### src/rtl/sqwc_pkg.sv
// Shared types and constants for the square wave channel with envelope.
`timescale 1ns / 1ps
`default_nettype none

package sqwc_pkg;

   // Payload and register widths
   localparam int CMD_W    = 3;
   localparam int TICK_W   = 16;
   localparam int LEN_W    = 8;
   localparam int DS_W     = 16;
   localparam int MIX_W    = 32;
   localparam int PER_W    = 11;
   localparam int TIMER_W  = PER_W + 1;
   localparam int NIB_W    = 4;
   localparam int MODE_W   = 2;
   localparam int CSR_IX_W = 3;
   localparam int CSR_W    = 11;
   localparam int STEP_W   = $clog2(MIX_W);

   // Channel constants
   localparam logic [PER_W-1:0] SILENT_BELOW = PER_W'(8);
   localparam logic [NIB_W-1:0] LEVEL_MAX    = 4'hF;

   // Request commands
   localparam logic [CMD_W-1:0] CMD_TICKS    = 3'd0;
   localparam logic [CMD_W-1:0] CMD_ENV_CLK  = 3'd1;
   localparam logic [CMD_W-1:0] CMD_LEN_CLK  = 3'd2;
   localparam logic [CMD_W-1:0] CMD_LEN_LOAD = 3'd3;
   localparam logic [CMD_W-1:0] CMD_READ     = 3'd4;

   // Register indexes
   localparam logic [CSR_IX_W-1:0] CSR_PERIOD     = 3'd0;
   localparam logic [CSR_IX_W-1:0] CSR_DUTY_THR   = 3'd1;
   localparam logic [CSR_IX_W-1:0] CSR_ENV_PERIOD = 3'd2;
   localparam logic [CSR_IX_W-1:0] CSR_ENV_MODE   = 3'd3;
   localparam logic [CSR_IX_W-1:0] CSR_LEN_EN     = 3'd4;
   localparam logic [CSR_IX_W-1:0] CSR_INV_REQ    = 3'd5;
   localparam logic [CSR_IX_W-1:0] CSR_INV_CUTOFF = 3'd6;
   localparam logic [CSR_IX_W-1:0] CSR_FIXED_VOL  = 3'd7;

   // Sequencer states
   typedef enum logic [2:0] {
      ST_IDLE,
      ST_SEG,
      ST_ACC,
      ST_DIV_L,
      ST_DIV_R,
      ST_RSP
   } state_type;

endpackage

`default_nettype wire

### src/rtl/square_wave_channel_with_envelope.sv
// Top level of the square wave sound channel: sequencer, channel state and mix sums.
`timescale 1ns / 1ps
`default_nettype none

// One request is taken at a time; req_ready is high only while the sequencer
// is idle. Envelope clock, length clock and length load finish in the cycle
// they are accepted. A tick batch walks the period timer one segment (up to
// the next timer wrap or the end of the batch) at a time, through a segment
// step and an accumulate step; with a period below 8 the batch is dropped and
// the sequencer stays idle. A mix read runs the two sums through one shared
// bit-serial divider, left then right, 32 quotient bits each, and then loads
// the response register. The response sits in an output register, so the next
// request is accepted while it waits for rsp_ready.
// Both sums wrap at 32 bits and are cleared when the read response is loaded.
module square_wave_channel_with_envelope (
   input  wire logic                                  clock,
   input  wire logic                                  reset,
   input  wire logic                                  req_valid,
   output logic                                       req_ready,
   input  wire logic [sqwc_pkg::CMD_W-1:0]            req_command,
   input  wire logic [sqwc_pkg::TICK_W-1:0]           req_tick_count,
   input  wire logic                                  req_mix_enable,
   input  wire logic [sqwc_pkg::LEN_W-1:0]            req_length_value,
   input  wire logic [sqwc_pkg::DS_W-1:0]             req_downsample,
   output logic                                       rsp_valid,
   input  wire logic                                  rsp_ready,
   output logic signed [sqwc_pkg::MIX_W-1:0]          rsp_mix_left,
   output logic signed [sqwc_pkg::MIX_W-1:0]          rsp_mix_right,
   input  wire logic                                  csr_we,
   input  wire logic [sqwc_pkg::CSR_IX_W-1:0]         csr_index,
   input  wire logic [sqwc_pkg::CSR_W-1:0]            csr_wdata
);
   import sqwc_pkg::*;

   // Configuration registers
   logic [PER_W-1:0]  period_ff;
   logic [NIB_W-1:0]  duty_thr_ff;
   logic [NIB_W-1:0]  env_period_ff;
   logic [MODE_W-1:0] env_mode_ff;
   logic              len_en_ff;
   logic              inv_req_ff;
   logic [PER_W-1:0]  inv_cutoff_ff;
   logic [NIB_W-1:0]  fixed_vol_ff;

   // Channel state
   logic [TIMER_W-1:0] timer_ff;
   logic [NIB_W-1:0]   duty_ff;
   logic [NIB_W-1:0]   env_div_ff;
   logic [NIB_W-1:0]   env_level_ff;
   logic [NIB_W-1:0]   cur_vol_ff;
   logic [LEN_W-1:0]   len_left_ff;
   logic               inv_active_ff;
   logic [MIX_W-1:0]   sum_left_ff;
   logic [MIX_W-1:0]   sum_right_ff;

   // Sequencer and batch registers
   state_type           state_ff, state_in;
   logic [TICK_W-1:0]   ticks_ff;
   logic [TIMER_W-1:0]  seg_ff;
   logic                mix_ff;
   logic [DS_W-1:0]     ds_ff;
   logic signed [MIX_W-1:0] q_left_ff;

   // Response register
   logic                    rsp_valid_ff;
   logic signed [MIX_W-1:0] rsp_left_ff;
   logic signed [MIX_W-1:0] rsp_right_ff;

   logic                    accept;
   logic                    div_start;
   logic                    div_done;
   logic signed [MIX_W-1:0] div_dividend;
   logic [DS_W-1:0]         div_divisor;
   logic signed [MIX_W-1:0] div_quot;
   logic                    rsp_load;

   logic [NIB_W-1:0]   vol;
   logic [TIMER_W-1:0] seg_len;
   logic [TICK_W-1:0]  add;
   logic               audible;
   logic [NIB_W-1:0]   env_level_in;
   logic [NIB_W-1:0]   duty_in;

   assign accept = req_valid && req_ready;

   // Configuration writes
   always_ff @(posedge clock) begin
      if (reset) begin
         period_ff     <= '0;
         duty_thr_ff   <= NIB_W'(8);
         env_period_ff <= '0;
         env_mode_ff   <= '0;
         len_en_ff     <= 1'b0;
         inv_req_ff    <= 1'b0;
         inv_cutoff_ff <= PER_W'(2047);
         fixed_vol_ff  <= '0;
      end else if (csr_we) begin
         case (csr_index)
            CSR_PERIOD:     period_ff     <= csr_wdata;
            CSR_DUTY_THR:   duty_thr_ff   <= csr_wdata[NIB_W-1:0];
            CSR_ENV_PERIOD: env_period_ff <= csr_wdata[NIB_W-1:0];
            CSR_ENV_MODE:   env_mode_ff   <= csr_wdata[MODE_W-1:0];
            CSR_LEN_EN:     len_en_ff     <= csr_wdata[0];
            CSR_INV_REQ:    inv_req_ff    <= csr_wdata[0];
            CSR_INV_CUTOFF: inv_cutoff_ff <= csr_wdata;
            CSR_FIXED_VOL:  fixed_vol_ff  <= csr_wdata[NIB_W-1:0];
            default: ;
         endcase
      end
   end

   // Segment length, volume and accumulation term
   assign vol     = env_mode_ff[1] ? cur_vol_ff : fixed_vol_ff;
   assign seg_len = ({{(TICK_W-TIMER_W){1'b0}}, timer_ff} < ticks_ff) ?
                    timer_ff : ticks_ff[TIMER_W-1:0];
   assign add     = {{(TICK_W-NIB_W){1'b0}}, vol} *
                    {{(TICK_W-TIMER_W){1'b0}}, seg_ff};
   assign audible = mix_ff && (duty_ff < duty_thr_ff) && (len_left_ff != '0);
   assign duty_in = duty_ff + 1'b1;

   // Envelope decay step
   always_comb begin
      env_level_in = env_level_ff;
      if (env_level_ff != '0) begin
         env_level_in = env_level_ff - 1'b1;
      end else if (env_mode_ff[0]) begin
         env_level_in = LEVEL_MAX;
      end
   end

   // Sequencer state register
   always_ff @(posedge clock) begin
      if (reset) begin
         state_ff <= ST_IDLE;
      end else begin
         state_ff <= state_in;
      end
   end

   // Next state and divider control
   always_comb begin
      state_in     = state_ff;
      req_ready    = 1'b0;
      div_start    = 1'b0;
      div_dividend = $signed(sum_right_ff);
      div_divisor  = ds_ff;
      rsp_load     = 1'b0;
      case (state_ff)
         ST_IDLE: begin
            req_ready    = 1'b1;
            div_dividend = $signed(sum_left_ff);
            div_divisor  = req_downsample;
            if (req_valid) begin
               if (req_command == CMD_TICKS && period_ff >= SILENT_BELOW) begin
                  state_in = ST_SEG;
               end else if (req_command == CMD_READ) begin
                  div_start = 1'b1;
                  state_in  = ST_DIV_L;
               end
            end
         end
         ST_SEG: begin
            state_in = (ticks_ff == '0) ? ST_IDLE : ST_ACC;
         end
         ST_ACC: begin
            state_in = ST_SEG;
         end
         ST_DIV_L: begin
            if (div_done) begin
               div_start = 1'b1;
               state_in  = ST_DIV_R;
            end
         end
         ST_DIV_R: begin
            if (div_done) begin
               state_in = ST_RSP;
            end
         end
         ST_RSP: begin
            if (!rsp_valid_ff || rsp_ready) begin
               rsp_load = 1'b1;
               state_in = ST_IDLE;
            end
         end
         default: begin
            state_in = ST_IDLE;
         end
      endcase
   end

   // Channel state updates
   always_ff @(posedge clock) begin
      if (reset) begin
         timer_ff      <= TIMER_W'(1);
         duty_ff       <= '0;
         env_div_ff    <= '0;
         env_level_ff  <= '0;
         cur_vol_ff    <= '0;
         len_left_ff   <= '0;
         inv_active_ff <= 1'b0;
         sum_left_ff   <= '0;
         sum_right_ff  <= '0;
      end else begin
         case (state_ff)
            ST_IDLE: begin
               if (accept) begin
                  case (req_command)
                     CMD_ENV_CLK: begin
                        if (env_div_ff != '0) begin
                           env_div_ff <= env_div_ff - 1'b1;
                        end else begin
                           env_div_ff   <= env_period_ff;
                           env_level_ff <= env_level_in;
                           if (env_mode_ff[1]) begin
                              cur_vol_ff <= env_level_in;
                           end
                        end
                     end
                     CMD_LEN_CLK: begin
                        if (len_en_ff && len_left_ff != '0) begin
                           len_left_ff <= len_left_ff - 1'b1;
                        end
                     end
                     CMD_LEN_LOAD: begin
                        len_left_ff <= req_length_value;
                     end
                     default: ;
                  endcase
               end
            end
            ST_SEG: begin
               if (ticks_ff != '0) begin
                  timer_ff <= timer_ff - seg_len;
               end
            end
            ST_ACC: begin
               // accumulate, then handle a timer wrap
               if (audible) begin
                  sum_left_ff <= sum_left_ff + {{(MIX_W-TICK_W){1'b0}}, add};
                  if (inv_active_ff) begin
                     sum_right_ff <= sum_right_ff - {{(MIX_W-TICK_W){1'b0}}, add};
                  end else begin
                     sum_right_ff <= sum_right_ff + {{(MIX_W-TICK_W){1'b0}}, add};
                  end
               end
               if (timer_ff == '0) begin
                  timer_ff <= {1'b0, period_ff} + 1'b1;
                  duty_ff  <= duty_in;
                  if (duty_in == '0) begin
                     inv_active_ff <= inv_req_ff && !(inv_cutoff_ff < period_ff);
                  end
               end
            end
            ST_RSP: begin
               if (rsp_load) begin
                  sum_left_ff  <= '0;
                  sum_right_ff <= '0;
               end
            end
            default: ;
         endcase
      end
   end

   // Batch and read bookkeeping
   always_ff @(posedge clock) begin
      if (accept) begin
         ticks_ff <= req_tick_count;
         mix_ff   <= req_mix_enable;
         ds_ff    <= req_downsample;
      end else if (state_ff == ST_SEG && ticks_ff != '0) begin
         ticks_ff <= ticks_ff - {{(TICK_W-TIMER_W){1'b0}}, seg_len};
         seg_ff   <= seg_len;
      end
      if (state_ff == ST_DIV_L && div_done) begin
         q_left_ff <= div_quot;
      end
   end

   // Shared divider
   sqwc_div u_div (
      .clock    (clock),
      .reset    (reset),
      .start    (div_start),
      .dividend (div_dividend),
      .divisor  (div_divisor),
      .done     (div_done),
      .quotient (div_quot)
   );

   // Response register: hold until taken
   always_ff @(posedge clock) begin
      if (reset) begin
         rsp_valid_ff <= 1'b0;
      end else if (rsp_load) begin
         rsp_valid_ff <= 1'b1;
      end else if (rsp_ready) begin
         rsp_valid_ff <= 1'b0;
      end
   end

   always_ff @(posedge clock) begin
      if (rsp_load) begin
         rsp_left_ff  <= q_left_ff;
         rsp_right_ff <= div_quot;
      end
   end

   assign rsp_valid     = rsp_valid_ff;
   assign rsp_mix_left  = rsp_left_ff;
   assign rsp_mix_right = rsp_right_ff;

   // Accumulate step always follows a segment step
   a_acc_after_seg: assert property (@(posedge clock) disable iff (reset)
      (state_ff == ST_ACC) |-> ($past(state_ff) == ST_SEG))
      else $error("accumulate step without segment step");

   // Timer never rests at zero after an accumulate step
   a_timer_reload: assert property (@(posedge clock) disable iff (reset)
      (state_ff == ST_ACC) |=> (timer_ff != '0))
      else $error("timer left at zero");

   // Divider completes only during a read
   a_div_in_read: assert property (@(posedge clock) disable iff (reset)
      div_done |-> (state_ff == ST_DIV_L || state_ff == ST_DIV_R))
      else $error("divider done outside a read");

   // A new response comes only from the response step
   a_rsp_source: assert property (@(posedge clock) disable iff (reset)
      $rose(rsp_valid_ff) |-> ($past(state_ff) == ST_RSP))
      else $error("response raised outside response step");

   // Sums are cleared once a read response is loaded
   a_sum_clear: assert property (@(posedge clock) disable iff (reset)
      rsp_load |=> (sum_left_ff == '0 && sum_right_ff == '0))
      else $error("sums not cleared after read");

endmodule

`default_nettype wire

### src/rtl/sqwc_div.sv
// Radix-2 restoring divider: signed 32-bit sum over unsigned 16-bit divisor.
`timescale 1ns / 1ps
`default_nettype none

module sqwc_div (
   input  wire logic                             clock,
   input  wire logic                             reset,
   input  wire logic                             start,
   input  wire logic signed [sqwc_pkg::MIX_W-1:0] dividend,
   input  wire logic [sqwc_pkg::DS_W-1:0]        divisor,
   output logic                                  done,
   output logic signed [sqwc_pkg::MIX_W-1:0]     quotient
);
   import sqwc_pkg::*;

   localparam logic [STEP_W-1:0] LAST_STEP = STEP_W'(MIX_W - 1);

   logic              busy_ff;
   logic              done_ff;
   logic [STEP_W-1:0] count_ff;
   logic              neg_ff;
   logic [MIX_W-1:0]  mag_ff;
   logic [DS_W-1:0]   rem_ff;
   logic [DS_W-1:0]   den_ff;

   logic [DS_W:0]     trial;
   logic [DS_W:0]     diff;
   logic              fits;

   // Shift in one dividend bit and try the subtraction
   assign trial = {rem_ff, mag_ff[MIX_W-1]};
   assign diff  = trial - {1'b0, den_ff};
   assign fits  = (trial >= {1'b0, den_ff});

   // Step counter and completion pulse
   always_ff @(posedge clock) begin
      if (reset) begin
         busy_ff  <= 1'b0;
         done_ff  <= 1'b0;
         count_ff <= '0;
      end else begin
         done_ff <= 1'b0;
         if (start) begin
            busy_ff  <= 1'b1;
            count_ff <= '0;
         end else if (busy_ff) begin
            count_ff <= count_ff + 1'b1;
            if (count_ff == LAST_STEP) begin
               busy_ff <= 1'b0;
               done_ff <= 1'b1;
            end
         end
      end
   end

   // Load magnitude and divisor, then one quotient bit per cycle
   always_ff @(posedge clock) begin
      if (start) begin
         neg_ff <= dividend[MIX_W-1];
         mag_ff <= dividend[MIX_W-1] ? (~dividend + 1'b1) : dividend;
         rem_ff <= '0;
         den_ff <= (divisor == '0) ? DS_W'(1) : divisor;
      end else if (busy_ff) begin
         rem_ff <= fits ? diff[DS_W-1:0] : trial[DS_W-1:0];
         mag_ff <= {mag_ff[MIX_W-2:0], fits};
      end
   end

   // Restore the sign: truncation toward zero
   assign quotient = neg_ff ? $signed(~mag_ff + 1'b1) : $signed(mag_ff);
   assign done     = done_ff;

endmodule

`default_nettype wire

### config.mk
export PLATFORM = sky130hd
export DESIGN_NAME = square_wave_channel_with_envelope
export DESIGN_NICKNAME = d
export VERILOG_FILES = /design/src/rtl/sqwc_pkg.sv /design/src/rtl/square_wave_channel_with_envelope.sv /design/src/rtl/sqwc_div.sv
export SDC_FILE = /design/constraint.sdc
export NUM_CORES = 1
export LEC_CHECK = 0
export BUFFER_PORTS_ARGS = -buffer_cell sky130_fd_sc_hd__buf_4
export CORE_MARGIN = 4
export CORE_UTILIZATION = 57
export CTS_BUF_LIST = sky130_fd_sc_hd__clkbuf_8 sky130_fd_sc_hd__clkbuf_16
export CTS_CLUSTER_SIZE = 10
export DETAILED_ROUTE_END_ITERATION = 10
export GPL_TIMING_DRIVEN = 0
export PLACE_DENSITY_LB_ADDON = 0.15
export SETUP_SLACK_MARGIN = 0.05
export SYNTH_ARGS = -nofsm -noshare
export SYNTH_HDL_FRONTEND = slang
export SYNTH_SLANG_ARGS = --single-unit
### constraint.sdc
create_clock -name clock -period 7.6 [get_ports clock]
set_input_delay 1.52 -clock clock [delete_from_list [all_inputs] [get_ports clock]]
set_output_delay 1.52 -clock clock [all_outputs]
set_load 0.02 [all_outputs]
# After elaboration in Yosys (flattened, before gate mapping)

Index checks and enable logic that the tools add are counted.

Flip-flop bits (word level): 356
Input port bits: 63
Output and inout port bits: 66
Word-level logic and storage cells: 180

Add/sub/neg operators: 14
Multipliers: 1
Order comparisons: 5
Equal/unequal tests: 27
Muxes and demuxes: 47
Bitwise gates (word level): 5
Reduce and logical (&&, ||, !) cells: 48

Operators with widths:

| operator              | number |
|---|---|
| $mux 32               | 9 |
| $pmux 32 s2           | 2 |
| $add 32x1->32 const B | 2 |
| $add 32x16->32        | 2 |
| $mux 16               | 4 |
| $not 32->32           | 2 |
| $mux 12               | 3 |
| $logic_not 16->1      | 2 |
| $sub 32x16->32        | 1 |
| $pmux 12 s2           | 1 |
| $eq 3x3->1 const B    | 7 |
| $reduce_and 2->1      | 10 |
| $eq 3x2->1 const B    | 6 |
| $mux 3                | 6 |
| $pmux 3 s6            | 1 |
| $ge 17x16->1          | 1 |
| $lt 12x16->1          | 1 |
| $mul 4x12->16         | 1 |
| $mux 4                | 4 |
| $pmux 8 s2            | 1 |
| $reduce_bool 16->1    | 1 |
| $sub 16x12->16        | 1 |
| $sub 16x16->16        | 1 |
| $mux 1                | 13 |
| 32 further kinds      | 65 |

# Logic depth before layout (Yosys ltp)

Depth in word-level cells: 6
Gate-level depth with buffers: 30
Mapped depth without buffers: 26

# Modules after synthesis

A second synthesis with hierarchy kept.

Cells, all modules: 2317
Area, all modules: 21981.1 sq um

Modules (own cells, without submodules):

| module                            | times used | cells an instance | area each (sq um) | seq. area each (sq um) |
|---|---|---|---|---|
| square_wave_channel_with_envelope | 1          | 1768              | 16978.8           | 7096.8 |
| sqwc_div                          | 1          | 549               | 5002.3            | 1931.9 |

# Least setup slack after synthesis

OpenSTA, ideal clock, no wires.

Kind: register to register
Start: reg env_mode_ff[1]
End: reg sum_right_ff[31]
Setup time: 0.072 ns
Arrival: 6.961 ns
Required time: 7.528 ns
Path slack: 0.568 ns
Cell stages (with the launch flop): 31
Buffers on the path: 4
Period minus slack after synthesis: 7.032 ns
Path through: dfxtp_1 clkbuf_1 mux2i_1 clkbuf_1 nor2b_1 fa_1 inv_1 fa_1 inv_1 ha_1 o21a_1 o21a_1 a2111oi_2 o31a_1 o21bai_1 a21oi_1 xnor2_1 clkbuf_1 inv_1 ha_1 mux2i_1 ha_1 clkbuf_1 a21oi_1 a21boi_0 a311oi_1 nor2_1 o31ai_1 a211oi_1 o32a_1 mux2i_1

Longest elaborated chain between the ends: 6
Elaborated cells between the ends (all ways): 7
Those cells by class: add/sub (2); mul (1); mux (4)

Ends and longest elaborated chain:

| item                                                    | line                                                                               | text |
|---|---|---|
| start, declared                                         | square_wave_channel_with_envelope.sv:39                                            | `logic [MODE_W-1:0] env_mode_ff;` |
| start signal, assigned                                  | square_wave_channel_with_envelope.sv:102                                           | `CSR_ENV_MODE: env_mode_ff <= csr_wdata[MODE_W-1:0];` |
| $mux 4 (*)                                              | square_wave_channel_with_envelope.sv:113                                           | `assign vol = env_mode_ff[1] ? cur_vol_ff : fixed_vol_ff;` |
| $mul 4x12->16 (*)                                       | square_wave_channel_with_envelope.sv:116                                           | `assign add = {{(TICK_W-NIB_W){1'b0}}, vol} *` |
| $add 32x16->32 / $sub 32x16->32 (equally long branches) | square_wave_channel_with_envelope.sv:243, square_wave_channel_with_envelope.sv:241 |  |
| $mux 32 (*)                                             | square_wave_channel_with_envelope.sv:240                                           | `if (inv_active_ff) begin` |
| $mux 32 (*)                                             | square_wave_channel_with_envelope.sv:238                                           | `if (audible) begin` |
| $pmux 32 s2 (*)                                         | square_wave_channel_with_envelope.sv:204                                           | `case (state_ff)` |
| end signal, assigned                                    | square_wave_channel_with_envelope.sv:241                                           | `sum_right_ff <= sum_right_ff - {{(MIX_W-TICK_W){1'b0}}, add};` |
| end signal, assigned                                    | square_wave_channel_with_envelope.sv:243                                           | `sum_right_ff <= sum_right_ff + {{(MIX_W-TICK_W){1'b0}}, add};` |
| end, declared                                           | square_wave_channel_with_envelope.sv:54                                            | `logic [MIX_W-1:0] sum_right_ff;` |

Every way passes the cells marked *; elsewhere a longest branch is shown, timed or not. The select of a mux whose other input is x is not followed.
A chain may end at the register's enable or synchronous reset.

# Worst setup path in the final report

Start: reg env_mode_ff[1]
End: reg sum_right_ff[21]

The elaborated chain is that of the path after synthesis.

==> results.cfg <==
[cells_and_area]
final_nets = 2826
n_antenna_cell = 0
syn2layout_area_growth_pct = 13.71
drive_gt1_share_pct = 10.56
n_fill_cell = 3232
fin_area_um2 = 25410

[critical_path]
cp.required_ns = 8.05
path_depth = 28
worstPathArrival_ns = 7.65
cp_slowest_stage_delay_ns = 0.53
regToRegEndpoint = sum_right_ff[21]$_SDFFE_PP0P_
start_kind = flop
r2r_start = env_mode_ff[1]$_SDFFE_PP0P_
crit_end = sum_right_ff[21]$_SDFFE_PP0P_
end_kind = flop
crit_fanout = 10
cp-startpoint = env_mode_ff[1]$_SDFFE_PP0P_
critPathTopFamily = adder cells
reg2reg_depth = 28
crit_path_top_delay_cell = fa_1
r2r_setup_slack_ns = 0.40
setup.worst_path.class = reg2reg
crit_buf_inv = 4

[detailed_routing]
vias_per_cell = 5.880
drtPass1Iterations = 6
drt-wirelength-per-cell_um = 18.01
drt-total-wl_um = 56590
drcViolationCount = 0
vias = 18476
antenna_left = 0
first_iter_violations = 1263

[placed_design]
port_buffers = 125
gp_congestion = 0.9900
hpwlAfterDp_um = 43070
dpl-instance-area_um2 = 23950

[synth]
ys_ff_latch = 356
synth_area_um2 = 22350
synth_top_cells_by_area = edfxtp_1 26%, dfxtp_1 15%, ha_1 8.1%
synth_top_area_share_pct = 25.53
yosysUniqueCellTypes = 90
synth_cells = 2421
yosys_warnings = 0
async_flop_share_pct = 0
yosysMostFrequentCell = nand2_1
synth_edf_count = 190
synthesis.nets = 2654
seq_area_frac_synth_pct = 40.41
syn_area_per_cell_um2 = 9.230
synth_top_cell_by_area = edfxtp_1
synth-main-ff-cell = edfxtp_1
synth.top_cells.by_count = 282 x nand2_1, 190 x edfxtp_1, 170 x a21oi_1

[worst_hold_path]
hold_path.class = reg2reg
hp-start = q_left_ff[24]$_DFFE_PP_

[clock_network]
cts_buffers = 43
cts_root_buf = clkbuf_16
cts_tree = done
cts_buffer_depth = 3
h-tree-depth = 2
insertion_delay_ns = 0.58
clk_pin_slew_ns = 0.06
clock_sinks = 356

[floorplanning]
die_h_um = 206.0
num_rows = 72
pin_count = 129
start_util_pct = 57.68
dieArea_um2 = 42430
die_width_um = 206.0
fp.coreArea_um2 = 38740

[global_route]
grt-ovfl-total = 0
grt_pass1_wl_um = 91110
antenna_found_initial = 0
grt_use_total_pct = 26.37
grt_max_degree = 48
grt_pass1_vias = 17811

[timing]
hold_slack_ns = 0.4146
min_period_ns = 7.200
hold_viol = 0
skew_ns = 0.02066
setup_tns_ns = 0
setup_viol = 0
worst_slew_pin_slew_ns = 1.300
slew_violations = 0
period_share_pct = 94.73
rsz0062_at_grt = false
clock.fmax_ghz = 0.1389
slew_headroom_pct = 13.21

[run]
cap_viol_max_count = 0

[power]
ir_worst_vdd_uv = 250.0
leakagePower_nw = 10.23
pwr_density_cell_nw_per_um2 = 243.8

[run_status]
status = complete, no violations
-- through the flow --
step,instances,utilization [%],power [W],worst slack (ns)
6_report,3142,65.59,0.006195,0.4003
5_1_grt,3142,65.59,0.006547,0.03977
4_1_cts,3140,65.39,0.006194,0.04920
3_5_place_dp,3065,61.83,0.004297,-0.9204
3_3_place_gp,3064,61.78,0.004223,-0.8092
2_1_floorplan,2421,-,0.003817,0.5677
-- routing by layer --
metal / track usage, % / part of all wire (%) / vias to the layer above
met4: 8.864 / 3.4 / 0
met1: 33.09 / 41 / 8689
met3: 3.860 / 6.1 / 133
li1: - / - / 9069
met2: 46.70 / 49 / 585
met5: 0 / 0 / -
-- registers in the layout, summed over array words and instances (netlist names), 5 cells and up --
signal	count
u_div.mag_ff	32
sum_left_ff	32
len_left_ff	8
period_ff	11
seg_ff	12
u_div.count_ff	5
ds_ff	16
timer_ff	12
u_div.den_ff	16
sum_right_ff	32
inv_cutoff_ff	11
u_div.rem_ff	16
ticks_ff	16
rsp_mix_left	32
q_left_ff	32
rsp_mix_right	32
-- cells by family (layout without fill, tap and decap cells) --
family | count (synthesis) | in the layout | share of synthesized area, %
muxes | 97 | 97 | 4.440
xor gates and xnor gates | 155 | 155 | 6.075
and+or+nand+nor | 815 | 815 | 17.78
buffers and inverters | 245 | 448 | 4.480
AOI/OAI and AO/OA | 583 | 583 | 16.46
DFF | 356 | 356 | 40.41
adders and majority gates | 170 | 170 | 10.36
-- cell type report --
type	instances	area [um^2]	area share (%)
repair buffers	129	980.9	3.861
well taps	518	648.1	2.551
clock buffers	48	1145	4.506
flip-flops and latches	356	9032	35.55
multi-input cells	1820	12440	48.96
plain buffers	92	432.9	1.704
clock inverters	28	153.9	0.6057
inverters	151	574.3	2.260
-- what timing repair did --
action	in CTS	in global routing
resized for setup	21	13
setup buffers	0	3
endpoints found under the setup margin	16	12
hold buffers	0	0
pin swaps	0	2
endpoints found under the hold margin	0	0
-- worst min-delay path by stage --
stage,endpoint,depth (start not counted)
5_1_grt,rsp_mix_left[15]$_DFFE_PP_,0
3_5_place_dp,rsp_mix_left[16]$_DFFE_PP_,0
3_3_place_gp,rsp_mix_left[22]$_DFFE_PP_,0
2_1_floorplan,rsp_mix_left[0]$_DFFE_PP_,0
4_1_cts,rsp_mix_left[7]$_DFFE_PP_,0
6_report,rsp_mix_left[24]$_DFFE_PP_,0
-- cells in the final DEF, fill, tap and decap left out, types with 24 or more instances in the layout --
| cell type | Yosys | layout |
|---|---|---|
| a211oi_1 | 27 | 26 |
| a21oi_1 | 170 | 169 |
| a31oi_1 | 33 | 32 |
| and3_1 | 24 | 24 |
| buf_4 | 1 | 130 |
| clkbuf_1 | 67 | 60 |
| clkbuf_16 | 0 | 43 |
| dfxtp_1 | 166 | 165 |
| edfxtp_1 | 190 | 190 |
| fa_1 | 25 | 25 |
| ha_1 | 145 | 144 |
| inv_1 | 147 | 168 |
| mux2i_1 | 80 | 77 |
| nand2_1 | 282 | 282 |
| nand2b_1 | 36 | 36 |
| nand3_1 | 53 | 53 |
| nand4_1 | 24 | 24 |
| nor2_1 | 163 | 163 |
| nor2b_1 | 48 | 48 |
| nor3_1 | 65 | 65 |
| o21ai_0 | 140 | 137 |
| o31ai_1 | 38 | 37 |
| or3_1 | 30 | 30 |
| xnor2_1 | 106 | 103 |
| xor2_1 | 49 | 47 |
-- power by group --
| part | switching (W) | internal, W |
|---|---|---|
| Sequential | 0.000154 | 0.00221 |
| Combinational | 0.00114 | 0.000801 |
| Clock | 0.000812 | 0.00108 |
Power figures use the tool's default switching activity.
